## src/sv/stc_pkg.sv

```systemverilog
// Types and constants shared by the timecode counter modules.
package stc_pkg;

	typedef enum logic [2:0] {
		KIND_LOAD      = 3'd0,
		KIND_FRAME_UP  = 3'd1,
		KIND_FRAME_DN  = 3'd2,
		KIND_SUB_UP    = 3'd3,
		KIND_SUB_DN    = 3'd4,
		KIND_NEXT_SEC  = 3'd5,
		KIND_NEXT_MIN  = 3'd6,
		KIND_NEXT_HOUR = 3'd7
	} kind_t;

	typedef enum logic [1:0] {
		REG_RATE_CLASS = 2'd0,
		REG_DROP_FRAME = 2'd1,
		REG_SUBFRAMES  = 2'd2
	} reg_idx_t;

	localparam logic [2:0] WRAP_NONE    = 3'd0;
	localparam logic [2:0] WRAP_FRAMES  = 3'd1;
	localparam logic [2:0] WRAP_SECONDS = 3'd2;
	localparam logic [2:0] WRAP_MINUTES = 3'd3;
	localparam logic [2:0] WRAP_HOURS   = 3'd4;

	localparam logic [1:0] RATE_30       = 2'd2;
	localparam logic [5:0] LAST_SECOND   = 6'd59;
	localparam logic [5:0] LAST_MINUTE   = 6'd59;
	localparam logic [7:0] LAST_HOUR     = 8'd255;
	localparam logic [5:0] DROP_COUNT    = 6'd2;
	localparam logic [5:0] DROP_LAST     = 6'd29;
	localparam logic [5:0] LAST_FRAME [0:3] = '{6'd23, 6'd24, 6'd29, 6'd59};

	localparam logic [1:0] RST_RATE_CLASS = 2'd2;
	localparam logic       RST_DROP_FRAME = 1'b0;
	localparam logic [7:0] RST_SUBFRAMES  = 8'd80;

	typedef struct packed {
		logic [1:0] rate_class;
		logic       drop_frame;
		logic [7:0] subframe_span;
	} cfg_t;

	typedef struct packed {
		logic [7:0] hours;
		logic [5:0] minutes;
		logic [5:0] seconds;
		logic [5:0] frames;
		logic [7:0] subframes;
		logic       negative;
	} tc_t;

	typedef struct packed {
		tc_t        tc;
		logic [2:0] wrap_level;
	} res_t;

endpackage

```

## src/sv/stc_cfg.sv

```systemverilog
// Configuration register file with its APB-style access port.
module stc_cfg (
	input  logic                clk,
	input  logic                arst_n,
	input  logic                psel,
	input  logic                penable,
	input  logic                pwrite,
	input  logic [3:0]          paddr,
	input  logic [31:0]         pwdata,
	output logic [31:0]         prdata,
	output logic                pready,
	output stc_pkg::cfg_t       cfg
);
	import stc_pkg::*;

	cfg_t     cfg_q;
	reg_idx_t idx;
	logic     wr_en;

	assign idx    = reg_idx_t'(paddr[3:2]);
	assign wr_en  = psel && penable && pwrite;
	assign pready = 1'b1;
	assign cfg    = cfg_q;

	always_ff @(posedge clk or negedge arst_n) begin
		if (!arst_n) begin
			cfg_q.rate_class    <= RST_RATE_CLASS;
			cfg_q.drop_frame    <= RST_DROP_FRAME;
			cfg_q.subframe_span <= RST_SUBFRAMES;
		end else if (wr_en) begin
			unique case (idx)
				REG_RATE_CLASS: cfg_q.rate_class <= pwdata[1:0];
				REG_DROP_FRAME: cfg_q.drop_frame <= pwdata[0];
				REG_SUBFRAMES:  cfg_q.subframe_span <= pwdata[7:0];
				default: ;
			endcase
		end
	end

	always_comb begin
		unique case (idx)
			REG_RATE_CLASS: prdata = {30'd0, cfg_q.rate_class};
			REG_DROP_FRAME: prdata = {31'd0, cfg_q.drop_frame};
			REG_SUBFRAMES:  prdata = {24'd0, cfg_q.subframe_span};
			default:        prdata = 32'd0;
		endcase
	end

endmodule

```

## config.mk

```make
export PLATFORM = sky130hd
export DESIGN_NAME = stc_cfg
export DESIGN_NICKNAME = d
export VERILOG_FILES = /design/src/sv/stc_pkg.sv /design/src/sv/stc_cfg.sv
export SDC_FILE = /design/constraint.sdc
export NUM_CORES = 1
export LEC_CHECK = 0
export BUFFER_PORTS_ARGS = -buffer_cell sky130_fd_sc_hd__buf_2
export CAP_MARGIN = 25
export CORE_ASPECT_RATIO = 1.2
export CORE_UTILIZATION = 35
export CTS_CLUSTER_DIAMETER = 150
export CTS_CLUSTER_SIZE = 20
export DETAILED_ROUTE_END_ITERATION = 8
export GPL_TIMING_DRIVEN = 0
export HOLD_SLACK_MARGIN = 0.08
export PLACE_DENSITY = 0.93
export SLEW_MARGIN = 0
export SYNTH_ARGS = -nofsm -noshare
export SYNTH_HDL_FRONTEND = slang
export SYNTH_SLANG_ARGS = --single-unit
export TNS_END_PERCENT = 10
```

## constraint.sdc

```tcl
create_clock -name clk -period 1.15 [get_ports clk]
set_input_delay 0.1725 -clock clk [delete_from_list [all_inputs] [get_ports clk]]
set_output_delay 0.1725 -clock clk [all_outputs]
set_load 0.1 [all_outputs]
```

==> impl_metrics.py <==
metrics = {
    "run_status": {
        "status": "complete, but fails checks",
        "violations": "DRC, setup timing",
    },
    "worst_hold_path": {
        "whs_endpoint": "cfg[5]",
        "hold_path.startpoint": "pwdata[5]",
        "hold_path_class": "in -> reg",
        "worstHoldPathCells": 2,
    },
    "global_routing": {
        "use_met1": 0.1830,
        "grt_pass1_vias": 557,
        "grt_use_met3": 0.04167,
        "use_met2": 0.2702,
        "top_usage_layer": "met2",
        "antenna_found_initial": 0,
        "grt_pass1_wl_um": 2601,
        "grt_max_degree": 12,
        "grt_overflow_total": 0,
        "grt.total_usage": 0.1591,
    },
    "power_and_ir_drop": {
        "peakVddDrop_uv": 1478,
        "p_leak_nw": 0.6309,
        "pwr-share-seq": 0.227,
        "total_power_mw": 2.704,
        "power.switching_mw": 1.617,
        "intPower_mw": 1.087,
        "p_clk_frac": 0.098,
        "comb_power_share": 0.675,
        "p_per_area_nw_per_um2": 2212,
        "swShare": 0.5981,
    },
    "critical_path": {
        "cp_data_required_time_ns": 0.98,
        "end_kind": "output port",
        "cp_slowest_cell": "dfstp_4",
        "cp-start-kind": "flip-flop",
        "cp_cell_sequence": "mux2i_4 > nor2_4 > buf_12",
        "cp.arrival_ns": 1.26,
        "rr_startpoint": "cfg[0]",
        "crit_path_max_fanout": 3,
        "cp_top_family": "flip-flops",
        "crit_type": "reg -> out",
        "ff2ff_path_depth": 1,
        "timing.rr.end": "cfg[0]",
        "critPathMaxStageDelay_ns": 0.64,
        "ff2ff_setup_slack_ns": 0.27,
        "path_buf_inv": 1,
    },
    "floorplanning": {
        "core_area_sq_um": 1893,
        "num_rows": 17,
        "ioPinCount": 85,
        "start_util": 0.3800,
        "dieArea_sq_um": 2241,
        "die-height_um": 51.67,
        "die_x_um": 43.39,
    },
    "synth": {
        "synth_edf_count": 0,
        "synth-seq-cells": 11,
        "ys_warn_count": 0,
        "synthFlopType": "dfrtp_1",
        "syn_inst": 66,
        "avgSynthCellArea_sq_um": 10.90,
        "netlist_area_sq_um": 719.4,
        "seq_area_frac_synth": 0.3878,
        "async_flop_share": 1.000,
        "ys_types": 17,
    },
    "final_layout": {
        "drive_gt1_frac": 0.7302,
        "postLayoutCoreUtil": 0.6457,
        "areaGrowthSynthToFinish_pct": 69.91,
        "final_nets": 168,
        "n_antenna_cell": 0,
        "largest_reg_flops": 11,
        "final_cells": 145,
        "finalInstanceArea_sq_um": 1222,
    },
    "cts": {
        "cts_root_buf": "clkbuf_4",
        "cts_max_level": 1,
        "clock_latency_ns": 0.27,
        "cts_tree": "built",
        "clk_pin_slew_worst_paths_ns": 0.07,
        "numCtsBuffers": 3,
        "cts_buffer_depth": 2,
        "clock_sinks": 11,
    },
    "sta": {
        "finalCritPeriodShare": 1.250,
        "setup_ws_ns": -0.2872,
        "report.final.slew_viol_count": 0,
        "finalHoldViolCount": 0,
        "clock.fmax_mhz": 695.8,
        "clock_skew_ns": 0,
        "rsz0062_at_grt": "true",
        "setup_viol": 11,
        "period_needed_ns": 1.437,
    },
    "detailed_routing": {
        "viasPerCell": 4.041,
        "final_antenna_net_count": 0,
        "num_vias": 586,
        "drc": 16,
        "drt_wl_total_um": 1580,
        "post_drt_wl_per_cell_um": 10.90,
        "drtIter0Drc": 23,
        "drt_pass1_iterations": 6,
    },
    "placement": {
        "place_congestion": 0.6948,
        "dpl_cell_area_sq_um": 1050,
        "place_inst": 140,
        "io_buffers": 32,
        "hpwlAfterDp_um": 1187,
    },
    "run": {
        "drv_cap": 0,
    },
}
## layout by cell type (no fill, tap or decap), types with 2 or more instances in the layout
cell type and instances:
buf_12 5, and2_4 2, mux2_1 4, dfrtp_4 2, dfstp_2 2, dfrtp_2 6
clkbuf_4 3, conb_1 25, mux2_2 7, and2_2 4, buf_6 4, buf_2 14
buf_4 35
## how the worst max path moves through the flow
stage | depth (start not counted) | to | slack, ns | from
3_3_place_gp | 4 | prdata[3] | -0.41 | paddr[3]
5_1_grt | 3 | prdata[1] | -0.33 | cfg[10]
4_1_cts | 3 | prdata[1] | -0.30 | cfg[10]
2_1_floorplan | 2 | prdata[1] | -0.44 | cfg[10]
6_report | 3 | prdata[1] | -0.29 | cfg[10]
3_5_place_dp | 4 | prdata[5] | -0.40 | paddr[3]
## metrics by stage
| step | setup slack (ns) | TNS, ns | hold slack [ns] |
|---|---|---|---|
| final | -0.2872 | -1.781 | 0.1240 |
| after global routing | -0.3286 | -2.250 | 0.1279 |
| after CTS | -0.2984 | -1.877 | 0.1197 |
| after detailed placement | -0.3989 | -4.866 | 0.05694 |
| after global placement | -0.4140 | -4.720 | 0.05435 |
| after floorplan | -0.4373 | -2.659 | -0.1231 |
## synthesized netlist by cell type, types with 2 or more instances
| library cell | number | area share |
|---|---|---|
| dfrtp_1 | 8 | 0.28 |
| mux2_1 | 4 | 0.063 |
| mux2_2 | 7 | 0.11 |
| buf_4 | 25 | 0.26 |
| mux2i_1 | 2 | 0.028 |
| conb_1 | 2 | 0.010 |
| dfstp_2 | 3 | 0.11 |
| and2_1 | 6 | 0.052 |
## final cells by class
type	count	area [sq um]
Sequential cell	11	297.8
Clock buffer	4	26.28
Timing Repair Buffer	33	295.3
Multi-Input combinational cell	52	386.6
Fill cell	134	670.6
Buffer	26	192.7
Tap cell	19	23.77
## timing repair
action | CTS | global route
buffers inserted | 0 | 0
setup endpoints to repair | 19 | 19
resized for setup | 40 | 1
hold buffers | 1 | 0
pin swaps | 1 | 1
hold endpoints to repair | 11 | 0
## kinds of logic after synthesis
family / synth area share
mux: 0.2000
buf+inv: 0.2678
compound gates: 0.006950
flops: 0.3878
simple gates: 0.1270
other cells: 0.01044
## power groups by stage
| stage | combinational (mW) | sequential (mW) | clock, mW |
|---|---|---|---|
| floorplan | 0.792 | 1.27 | 0 |
| global placement | 1.63 | 0.587 | 0 |
| detailed placement | 1.64 | 0.601 | 0 |
| CTS | 1.82 | 0.617 | 0.272 |
| global route | 1.87 | 0.633 | 0.289 |
| finish | 1.82 | 0.615 | 0.265 |
## layer usage
| layer | wire length [um] | vias up |
|---|---|---|
| li1 | - | 285 |
| met1 | 617 | 259 |
| met2 | 786 | 40 |
| met3 | 163 | 2 |
| met4 | 12 | 0 |
| met5 | 0 | - |
Note: power is estimated with default switching activity, not from simulation.
