$ cat src/sv/stc_pkg.sv
// Types and constants shared by the timecode counter modules.
package stc_pkg;

	typedef enum logic [2:0] {
		KIND_LOAD      = 3'd0,
		KIND_FRAME_UP  = 3'd1,
		KIND_FRAME_DN  = 3'd2,
		KIND_SUB_UP    = 3'd3,
		KIND_SUB_DN    = 3'd4,
		KIND_NEXT_SEC  = 3'd5,
		KIND_NEXT_MIN  = 3'd6,
		KIND_NEXT_HOUR = 3'd7
	} kind_t;

	typedef enum logic [1:0] {
		REG_RATE_CLASS = 2'd0,
		REG_DROP_FRAME = 2'd1,
		REG_SUBFRAMES  = 2'd2
	} reg_idx_t;

	localparam logic [2:0] WRAP_NONE    = 3'd0;
	localparam logic [2:0] WRAP_FRAMES  = 3'd1;
	localparam logic [2:0] WRAP_SECONDS = 3'd2;
	localparam logic [2:0] WRAP_MINUTES = 3'd3;
	localparam logic [2:0] WRAP_HOURS   = 3'd4;

	localparam logic [1:0] RATE_30       = 2'd2;
	localparam logic [5:0] LAST_SECOND   = 6'd59;
	localparam logic [5:0] LAST_MINUTE   = 6'd59;
	localparam logic [7:0] LAST_HOUR     = 8'd255;
	localparam logic [5:0] DROP_COUNT    = 6'd2;
	localparam logic [5:0] DROP_LAST     = 6'd29;
	localparam logic [5:0] LAST_FRAME [0:3] = '{6'd23, 6'd24, 6'd29, 6'd59};

	localparam logic [1:0] RST_RATE_CLASS = 2'd2;
	localparam logic       RST_DROP_FRAME = 1'b0;
	localparam logic [7:0] RST_SUBFRAMES  = 8'd80;

	typedef struct packed {
		logic [1:0] rate_class;
		logic       drop_frame;
		logic [7:0] subframe_span;
	} cfg_t;

	typedef struct packed {
		logic [7:0] hours;
		logic [5:0] minutes;
		logic [5:0] seconds;
		logic [5:0] frames;
		logic [7:0] subframes;
		logic       negative;
	} tc_t;

	typedef struct packed {
		tc_t        tc;
		logic [2:0] wrap_level;
	} res_t;

endpackage

$ cat src/sv/stc_outq.sv
// Two-entry result queue that decouples the state update from the output side.
module stc_outq (
	input  logic          clk,
	input  logic          arst_n,
	input  logic          push,
	input  stc_pkg::res_t push_data,
	output logic          full,
	output logic          valid,
	input  logic          pop,
	output stc_pkg::res_t pop_data
);
	import stc_pkg::*;

	res_t       entry_q [2];
	logic       wr_ptr_q;
	logic       rd_ptr_q;
	logic [1:0] count_q;

	assign full     = (count_q == 2'd2);
	assign valid    = (count_q != 2'd0);
	assign pop_data = entry_q[rd_ptr_q];

	always_ff @(posedge clk) begin
		if (push) begin
			entry_q[wr_ptr_q] <= push_data;
		end
	end

	always_ff @(posedge clk or negedge arst_n) begin
		if (!arst_n) begin
			wr_ptr_q <= 1'b0;
			rd_ptr_q <= 1'b0;
			count_q  <= 2'd0;
		end else begin
			if (push) begin
				wr_ptr_q <= !wr_ptr_q;
			end
			if (pop) begin
				rd_ptr_q <= !rd_ptr_q;
			end
			unique case ({push, pop})
				2'b10:   count_q <= count_q + 2'd1;
				2'b01:   count_q <= count_q - 2'd1;
				default: count_q <= count_q;
			endcase
		end
	end

endmodule

$ cat config.mk
export PLATFORM = sky130hd
export DESIGN_NAME = stc_outq
export DESIGN_NICKNAME = d
export VERILOG_FILES = /design/src/sv/stc_pkg.sv /design/src/sv/stc_outq.sv
export SDC_FILE = /design/constraint.sdc
export NUM_CORES = 1
export LEC_CHECK = 0
export ABC_AREA = 1
export BUFFER_PORTS_ARGS = -buffer_cell sky130_fd_sc_hd__buf_2
export CORE_UTILIZATION = 25
export DETAILED_ROUTE_END_ITERATION = 8
export RECOVER_POWER = 100
export SYNTH_ARGS = -nofsm -noshare
export SYNTH_HDL_FRONTEND = slang
export SYNTH_SLANG_ARGS = --single-unit
$ cat constraint.sdc
create_clock -name clk -period 2.6 [get_ports clk]
set_clock_uncertainty 0.1 [all_clocks]
set_input_delay 0.52 -clock clk [delete_from_list [all_inputs] [get_ports clk]]
set_output_delay 0.52 -clock clk [all_outputs]
set_load 0.005 [all_outputs]
==> results of run 1 <==
-- sequential cells by signal, summed over array words and instances (netlist names) --
| signal | cells |
|---|---|
| entry_q | 76 |
| rd_ptr_q | 1 |
| count_q | 2 |
| wr_ptr_q | 1 |
-- metrics by stage --
| step | util, % | setup WS [ns] |
|---|---|---|
| after global placement | 31.0 | 0.614 |
| final | 33.6 | 0.309 |
| after CTS | 34.3 | 0.227 |
| after global routing | 33.6 | 0.105 |
| after floorplan | - | 0.541 |
| after detailed placement | 31.0 | 0.596 |
-- synth_stat cells --
cell type / count / area, um^2
inv_1: 44 / 165
nand2_1: 44 / 165
buf_6: 3 / 33.8
nand3_1: 1 / 5.00
nand4_1: 1 / 6.26
edfxtp_1: 76 / 2280
xnor2_1: 1 / 8.76
buf_4: 1 / 7.51
o21ai_0: 30 / 150
nor2_1: 2 / 7.51
o21ai_1: 8 / 40.0
clkbuf_1: 2 / 7.51
ha_1: 1 / 12.5
buf_2: 2 / 10.0
xor2_1: 2 / 17.5
dfrtp_1: 4 / 100
-- kinds of logic (layout without fill, tap and decap cells) --
family | after synthesis | in the layout | share of synthesized area, %
AO/OA/AOI/OAI | 38 | 38 | 6.30
XOR/XNOR | 3 | 3 | 0.870
flip-flops | 80 | 80 | 78.9
AND/OR/NAND/NOR | 48 | 48 | 6.09
buffers and inverters | 52 | 147 | 7.42
adder cells (fa/ha/maj) | 1 | 1 | 0.414
-- path summary, 6_finish.rpt --
kind,from,endpoint,cells after the start
max reg2reg,wr_ptr_q,entry_q[1][19],3
min,push_data[27],entry_q[0][27],1
max in group asynchronous,arst_n,rd_ptr_q,2
min reg2reg,count_q[1],count_q[1],2
max,rd_ptr_q,pop_data[12],4
min in group asynchronous,arst_n,count_q[1],2
-- power by group --
group / leakage [nW] / total (mW) / internal, mW / switching, mW
registers: 0.759 / 1.86 / 1.72 / 0.136
clock network: 0.172 / 1.52 / 1.04 / 0.483
logic: 0.631 / 0.908 / 0.335 / 0.573
total: 1.56 / 4.29 / 3.09 / 1.19
-- worst max-delay path, delay by kind of cell, from the launching register on --
| kind | cells | cell delay [ns] |
|---|---|---|
| flops | 1 | 0.67 |
| compound gates | 1 | 0.10 |
| buf+inv | 2 | 0.49 |
| simple gates | 1 | 0.07 |
-- metal layers --
metal,vias up,part of all wire [%],track usage [%]
met3,10,7.0,3.43
met2,61,48,15.2
met4,0,2.3,6.22
met5,-,0,0
li1,921,-,-
met1,813,42,10.6
-- layout make-up --
type                            count  share of cell area [%]
Sequential cell                    80                    61.0
Multi-Input combinational cell     90                    10.8
Timing Repair Buffer               87                    9.93
Tap cell                          143                    4.58
Clock buffer                        9                    5.77
Inverter                           44                    4.23
Clock inverter                      7                    3.68
==> results.sh, run 1 <==
export IMPL_r2r_setup_slack_ns=0.41
export IMPL_cp_start_kind="register"
export IMPL_clockBufferDepth=2
export IMPL_dp_cells=443
export IMPL_timing_hold_ws_ns=0.277
export IMPL_final_cell_area_um2=3910
export IMPL_dpl_hpwl_um=3710
export IMPL_synth_area_um2=3020
export IMPL_cts_buffers_inserted=9
export IMPL_dieArea_um2=12500
export IMPL_regArea_um2=2380
export IMPL_syn_to_final_growth_pct=29.3
export IMPL_ys_seq_elements=80
export IMPL_period_needed_ns=2.29
export IMPL_finalCritPeriodShare_pct=88.1
export IMPL_power_mw=4.29
export IMPL_antenna_found_initial=0
export IMPL_violations="DRC"
export IMPL_required_ns=1.98
export IMPL_drt_total_wl_um=5460
export IMPL_yosysSeqAreaShare_pct=78.9
export IMPL_end_kind="primary output"
export IMPL_crit_type="register to primary output"
export IMPL_multi_input_area_um2=420
export IMPL_drt_pass1_iterations=6
export IMPL_die_y_um=112
export IMPL_vias=1805
export IMPL_clkTransAtPathRegs_ns=0.06
export IMPL_cpPeakStageDelay_ns=0.67
export IMPL_n_antenna_cell=0
export IMPL_yosysUniqueCellTypes=16
export IMPL_tns_ns=0
export IMPL_yosysWarningCount=0
export IMPL_holdBufCountCts=1
export IMPL_start_util_pct=26.0
export IMPL_ios=82
export IMPL_critPathMaxFanout=29
export IMPL_layout_commonest_cell="edfxtp_1"
export IMPL_post_cts_buffers=0
export IMPL_syn_nets=265
export IMPL_final_cell_mix="edfxtp_1, clkbuf_1, inv_1, nand2_1, o21ai_0"
export IMPL_overflow=0
export IMPL_syn_inst=222
export IMPL_fillCellCount=1179
export IMPL_slew_violations=0
export IMPL_worst_slew_pin_transition_ns=1.05
export IMPL_status="complete, but fails checks"
export IMPL_cp_slowest_cell="dfrtp_2"
export IMPL_die_x_um=112
export IMPL_hold_violations=0
export IMPL_power_density_nw_per_um2=1100
export IMPL_cap_viol_max_count=0
export IMPL_leakagePower_nw=1.56
export IMPL_dpl_cell_area_um2=3600
export IMPL_cts_htree_levels=3
export IMPL_cts_resized_gates=0
export IMPL_grt_pass1_wl_um=8760
export IMPL_drc=7
export IMPL_vias_per_cell=3.92
export IMPL_slew_headroom_pct=29.6
export IMPL_rsz0062_at_grt="no"
export IMPL_critical_path_cell_chain="buf_4 > nand2_1 > o21ai_0 > clkbuf_1"
export IMPL_postRouteAntennaNets=0
export IMPL_clock_latency_ns=0.33
export IMPL_drt_iter0_drc=60
export IMPL_grt_pass1_vias=1807
export IMPL_row_count=39
export IMPL_gp_congestion=0.663
export IMPL_nNetsFinal=355
export IMPL_crit_arrival_ns=1.67
export IMPL_grt_usage_pct=9.47
export IMPL_grt_max_degree=39
export IMPL_setup_viol=0
export IMPL_numClockSinks=80
export IMPL_fmax_mhz=437
export IMPL_syn_area_per_cell_um2=13.6
export IMPL_wire_per_inst_um=11.9
export IMPL_max_vdd_ir_drop_v=0.000327
export IMPL_final_cells=460
export IMPL_cts_root_buf="clkbuf_16"
export IMPL_coreArea_um2=11600
export IMPL_drive_gt1_share_pct=18.3
export IMPL_min_path_type="primary input to register"
export IMPL_cts_tree="built"
export IMPL_portBuffers=81
Power figures use the tool's default switching activity.
==> inputs of run 2 (changes only) <==
--- a/config.mk
+++ b/config.mk
@@ -10,6 +10,7 @@
 export CORE_UTILIZATION = 25
 export DETAILED_ROUTE_END_ITERATION = 8
 export RECOVER_POWER = 100
+export REMOVE_ABC_BUFFERS = 1
 export SYNTH_ARGS = -nofsm -noshare
 export SYNTH_HDL_FRONTEND = slang
 export SYNTH_SLANG_ARGS = --single-unit
==> constraint.sdc (replaced) <==
create_clock -name clk -period 2.6 [get_ports clk]
set_clock_uncertainty 0.1 [all_clocks]
set_input_delay 0.39 -clock clk [delete_from_list [all_inputs] [get_ports clk]]
set_output_delay 0.39 -clock clk [all_outputs]
set_load 0.005 [all_outputs]
==> run 2 against run 1 <==
The flow still finishes with violations (DRC). Power fell by 6.8%. Flip-flop and latch count did not move. Sequential share of layout area up 1.4 points. Sequential power about the same. Cell count is the same. Worst setup slack improved by 0.18 ns. Routed wire length is 2.5% higher. Utilization fell by 0.75 points. Die area unchanged. Largest cell class unchanged. Largest power group unchanged. Highest routed layer unchanged.
==> results.sh, run 2 (synthesis gave the netlist of run 1 again) <==
export IMPL_cts_buffers_inserted=9
export IMPL_end_kind="primary output"
export IMPL_clockBufferDepth=2
export IMPL_drive_gt1_share_pct=12.7
export IMPL_wire_per_inst_um=12.2
export IMPL_fillCellCount=1179
export IMPL_coreArea_um2=11600
export IMPL_max_vdd_ir_drop_v=0.000313
export IMPL_reg_largest_list="entry_q (76), count_q (2)"
export IMPL_grt_pass1_wl_um=8750
export IMPL_required_ns=2.11
export IMPL_start_util_pct=26.0
export IMPL_worstReg2RegEnd="entry_q[1][7]"
export IMPL_p_sw_mw=1.20
export IMPL_period_needed_ns=2.11
export IMPL_power_frac_comb_pct=22.5
export IMPL_min_path_type="primary input to register"
export IMPL_critPathMaxFanout=46
export IMPL_antenna_found_initial=1
export IMPL_crit_arrival_ns=1.62
export IMPL_layout_commonest_cell="edfxtp_1"
export IMPL_final_cell_mix="edfxtp_1, clkbuf_1, inv_1, nand2_1, o21ai_0"
export IMPL_crit_type="register to primary output"
export IMPL_slew_headroom_pct=38.9
export IMPL_vias_per_cell=3.89
export IMPL_nNetsFinal=354
export IMPL_dpl_hpwl_um=3870
export IMPL_die_x_um=112
export IMPL_power_internal_mw=2.80
export IMPL_cts_tree="built"
export IMPL_min_delay_start="push_data[11]"
export IMPL_cp_start_kind="register"
export IMPL_p_sw_share_pct=30.0
export IMPL_overflow=0
export IMPL_cap_viol_max_count=0
export IMPL_drt_iter0_drc=82
export IMPL_r2r_setup_slack_ns=0.49
export IMPL_status="complete, but fails checks"
export IMPL_postRouteAntennaNets=0
export IMPL_drt_total_wl_um=5600
export IMPL_clkTransAtPathRegs_ns=0.06
export IMPL_pwr_share_clk_pct=31.0
export IMPL_min_to="entry_q[0][11]"
export IMPL_power_density_nw_per_um2=1050
export IMPL_dieArea_um2=12500
export IMPL_holdPathStages=1
export IMPL_tns_ns=0
export IMPL_cts_htree_levels=3
export IMPL_final_cell_area_um2=3820
export IMPL_dpl_cell_area_um2=3610
export IMPL_grt_pass1_vias=1719
export IMPL_drt_pass1_iterations=5
export IMPL_rsz0062_at_grt="no"
export IMPL_cts_root_buf="clkbuf_16"
export IMPL_fmax_mhz=473
export IMPL_clock_latency_ns=0.33
export IMPL_finalCritPeriodShare_pct=81.3
export IMPL_r2r_cells=3
export IMPL_regMostFlops="entry_q"
export IMPL_ios=82
export IMPL_gp_congestion=0.630
export IMPL_portBuffers=81
export IMPL_violations="DRC"
export IMPL_syn_to_final_growth_pct=26.4
export IMPL_post_cts_buffers=0
export IMPL_hold_violations=0
export IMPL_seq_power_share_pct=46.5
export IMPL_drc=14
export IMPL_largest_register_ffs=76
export IMPL_setup_viol=0
export IMPL_r2r_start="wr_ptr_q"
export IMPL_grt_max_degree=47
export IMPL_numClockSinks=80
export IMPL_grt_usage_pct=9.52
export IMPL_vias=1790
export IMPL_leakagePower_nw=1.49
export IMPL_final_util_pct=32.9
export IMPL_worst_slew_pin_transition_ns=0.915
export IMPL_slew_violations=0
export IMPL_row_count=39
export IMPL_die_y_um=112
==> run 2: cell types whose count changed in the layout (fill, tap and decap cells not counted) <==
| cell | delta |
|---|---|
| clkbuf_1 | +16 |
| buf_2 | -12 |
| clkbuf_2 | -4 |
| bufinv_16 | -3 |
| buf_4 | -2 |
| clkinv_2 | +2 |
| inv_6 | +2 |
| buf_12 | +1 |
| clkinv_1 | +1 |
| clkinv_4 | -1 |
| clkinvlp_4 | -1 |
| diode_2 | +1 |
| o21ai_0 | +1 |
| o21ai_1 | -1 |
==> run 2: area by class of cell <==
cell class,count,area [um^2],area share [%]
antenna,1,2.50,0.0656
clock buffer,9,225,5.90
clock inverter,7,68.8,1.80
inverter,44,165,4.33
multi-input combinational,90,420,11.0
sequential,80,2380,62.4
tap,143,179,4.69
timing repair buffer,86,373,9.77
==> run 2: repair_timing <==
| item | 4_1_cts | 5_1_grt |
|---|---|---|
| resized for setup | 0 | 0 |
| hold endpoints to repair | 4 | 0 |
| hold buffers | 1 | 0 |
==> run 2: how the worst max path moves through the flow <==
stage	to	slack, ns	cells after the start	start
detailed placement	pop_data[32]	0.78	4	rd_ptr_q
global route	entry_q[1][9]	0.25	3	wr_ptr_q
finish	pop_data[32]	0.49	4	rd_ptr_q
floorplan	entry_q[0][0]	0.02	2	push
global placement	pop_data[32]	0.81	4	rd_ptr_q
CTS	pop_data[32]	0.42	4	rd_ptr_q
==> run 2: routing by layer <==
metal	wire, um	vias to the layer above	global-route usage, %	share of wire, %
met3	399	6	4.41	7.1
li1	-	919	-	-
met1	2470	815	10.8	44
met5	0	-	0	0
met2	2660	50	15.4	48
met4	63	0	4.05	1.1
==> run 2: worst max-delay path, stage by stage (launching register included) <==
cell	delay (ns)
dfrtp_2	0.67
buf_12	0.26
nand2_1	0.07
o21ai_0	0.11
clkbuf_1	0.16
==> run 2: power by group through the flow <==
stage                     clock [mW]  combinational (mW)  sequential [mW]
after floorplan                    0               0.432             1.91
after global placement             0                1.01             1.88
after detailed placement           0                1.02             1.89
after CTS                       1.28                1.02             1.86
after global routing            1.33                1.04             1.89
final                           1.24               0.900             1.85
==> run 2: through the flow <==
stage	instances	setup WS (ns)	hold WS [ns]	power [mW]
floorplan	214	0.0202	-0.00559	2.34
global placement	442	0.807	0.102	2.88
detailed placement	442	0.779	0.102	2.91
CTS	459	0.422	0.132	4.17
global route	459	0.253	0.128	4.26
finish	460	0.487	0.150	3.99
==> inputs of run 3 (changes only) <==
==> constraint.sdc (replaced) <==
create_clock -name clk -period 2.12 [get_ports clk]
set_clock_uncertainty 0.1 [all_clocks]
set_input_delay 0.318 -clock clk [delete_from_list [all_inputs] [get_ports clk]]
set_output_delay 0.318 -clock clk [all_outputs]
set_load 0.005 [all_outputs]
==> run 3 against run 2 <==
The flow still finishes with violations (DRC). Critical path depth is 1 lower. Cell area up 3.2%. Utilization up 1.0 points. Critical path type unchanged. Largest cell class unchanged.
==> results.sh, run 3 (synthesis gave the netlist of run 1 again) <==
export IMPL_hold_violations=0
export IMPL_end_kind="primary output"
export IMPL_overflow=0
export IMPL_p_sw_share_pct=27.4
export IMPL_fillCellCount=1188
export IMPL_cts_buffers_inserted=9
export IMPL_vias=1839
export IMPL_dpl_hpwl_um=3760
export IMPL_drt_iter0_drc=85
export IMPL_leakagePower_nw=1.54
export IMPL_layout_commonest_cell="edfxtp_1"
export IMPL_gp_congestion=0.657
export IMPL_cts_tree="built"
export IMPL_power_internal_mw=3.93
export IMPL_rsz0062_at_grt="no"
export IMPL_grt_usage_pct=9.56
export IMPL_violations="DRC"
export IMPL_syn_to_final_growth_pct=30.5
export IMPL_period_needed_ns=1.83
export IMPL_regMostFlops="entry_q"
export IMPL_p_sw_mw=1.48
export IMPL_max_vdd_ir_drop_v=0.000567
export IMPL_worst_slew_pin_transition_ns=0.938
export IMPL_clockBufferDepth=2
export IMPL_row_count=39
export IMPL_crit_type="register to primary output"
export IMPL_wire_per_inst_um=11.9
export IMPL_timing_hold_ws_ns=0.0742
export IMPL_post_cts_buffers=0
export IMPL_drt_pass1_iterations=5
export IMPL_antenna_found_initial=1
export IMPL_numClockSinks=80
export IMPL_cp_start_kind="register"
export IMPL_drive_gt1_share_pct=13.2
export IMPL_die_y_um=112
export IMPL_final_cell_mix="edfxtp_1, clkbuf_1, inv_1, nand2_1, o21ai_0"
export IMPL_ios=82
export IMPL_clock_latency_ns=0.33
export IMPL_finalCritPeriodShare_pct=86.2
export IMPL_drc=14
export IMPL_power_frac_comb_pct=22.2
export IMPL_postRouteAntennaNets=0
export IMPL_cts_resized_gates=0
export IMPL_largest_register_ffs=76
export IMPL_cts_root_buf="clkbuf_16"
export IMPL_start_util_pct=26.0
export IMPL_slew_headroom_pct=37.4
export IMPL_nNetsFinal=355
export IMPL_grt_pass1_wl_um=8780
export IMPL_vias_per_cell=3.99
export IMPL_required_ns=1.70
export IMPL_crit_arrival_ns=1.41
export IMPL_portBuffers=81
export IMPL_power_mw=5.42
export IMPL_slew_violations=0
export IMPL_power_density_nw_per_um2=1380
export IMPL_cap_viol_max_count=0
export IMPL_drt_total_wl_um=5510
export IMPL_grt_pass1_vias=1799
export IMPL_grt_max_degree=47
export IMPL_critPathMaxFanout=46
export IMPL_cts_htree_levels=3
export IMPL_status="complete, but fails checks"
export IMPL_seq_power_share_pct=40.9
export IMPL_clkTransAtPathRegs_ns=0.06
export IMPL_min_path_type="primary input to register"
export IMPL_setup_viol=0
export IMPL_die_x_um=112
export IMPL_coreArea_um2=11600
export IMPL_fmax_mhz=547
export IMPL_dieArea_um2=12500
export IMPL_pwr_share_clk_pct=36.9
export IMPL_holdBufCountCts=1
export IMPL_reg_largest_list="entry_q (76), count_q (2)"
[run 3: power by group through the flow]
stage | Combinational [mW] | Sequential (mW) | Clock (mW)
final | 1.20 | 2.22 | 2.00
after global routing | 1.39 | 2.25 | 2.10
after CTS | 1.35 | 2.22 | 2.05
after detailed placement | 1.34 | 2.25 | 0
after global placement | 1.32 | 2.24 | 0
after floorplan | 0.530 | 2.34 | 0
[run 3: per-stage QoR]
| stage | cells | cell area, um^2 | setup slack [ns] | TNS (ns) | utilization, % |
|---|---|---|---|---|---|
| final | 461 | 3940 | 0.293 | 0 | 33.9 |
| after floorplan | 214 | 2960 | -0.427 | -16.22 | - |
| after detailed placement | 443 | 3620 | 0.606 | 0 | 31.1 |
| after global routing | 460 | 3940 | 0.199 | 0 | 33.9 |
| after global placement | 443 | 3620 | 0.639 | 0 | 31.1 |
| after CTS | 460 | 4020 | 0.247 | 0 | 34.6 |
[run 3: layer usage]
metal | vias to the layer above | GRT usage, % | wire [um]
met1 | 853 | 11.3 | 2450
met4 | 0 | 4.59 | 91
li1 | 926 | - | -
met5 | - | 0 | 0
met3 | 7 | 4.63 | 425
met2 | 53 | 14.5 | 2540
[run 3: final timing paths]
kind	endpoint	from	slack (ns)	cells past startpoint
min reg2reg	count_q[1]	count_q[1]	0.38	2
max	pop_data[15]	rd_ptr_q	0.29	3
max in group asynchronous	rd_ptr_q	arst_n	1.45	2
min	entry_q[0][7]	push_data[7]	0.07	1
min in group asynchronous	count_q[0]	arst_n	0.25	2
max reg2reg	entry_q[0][9]	wr_ptr_q	0.38	2
[run 3: cell type report]
type / instances / area, um^2 / share of cell area [%]
antenna: 1 / 2.50 / 0.0635
multi-input combinational: 90 / 420 / 10.7
clock buffer: 9 / 225 / 5.72
timing repair buffer: 87 / 395 / 10.0
inverter: 44 / 165 / 4.19
sequential: 80 / 2380 / 60.5
tap: 143 / 179 / 4.54
clock inverter: 7 / 168 / 4.26
[run 3: critical path, cell delays in order, from the launching register on]
cell and delay (ns):
dfrtp_2 0.46, buf_12 0.19, o21ai_0 0.26, clkbuf_1 0.14
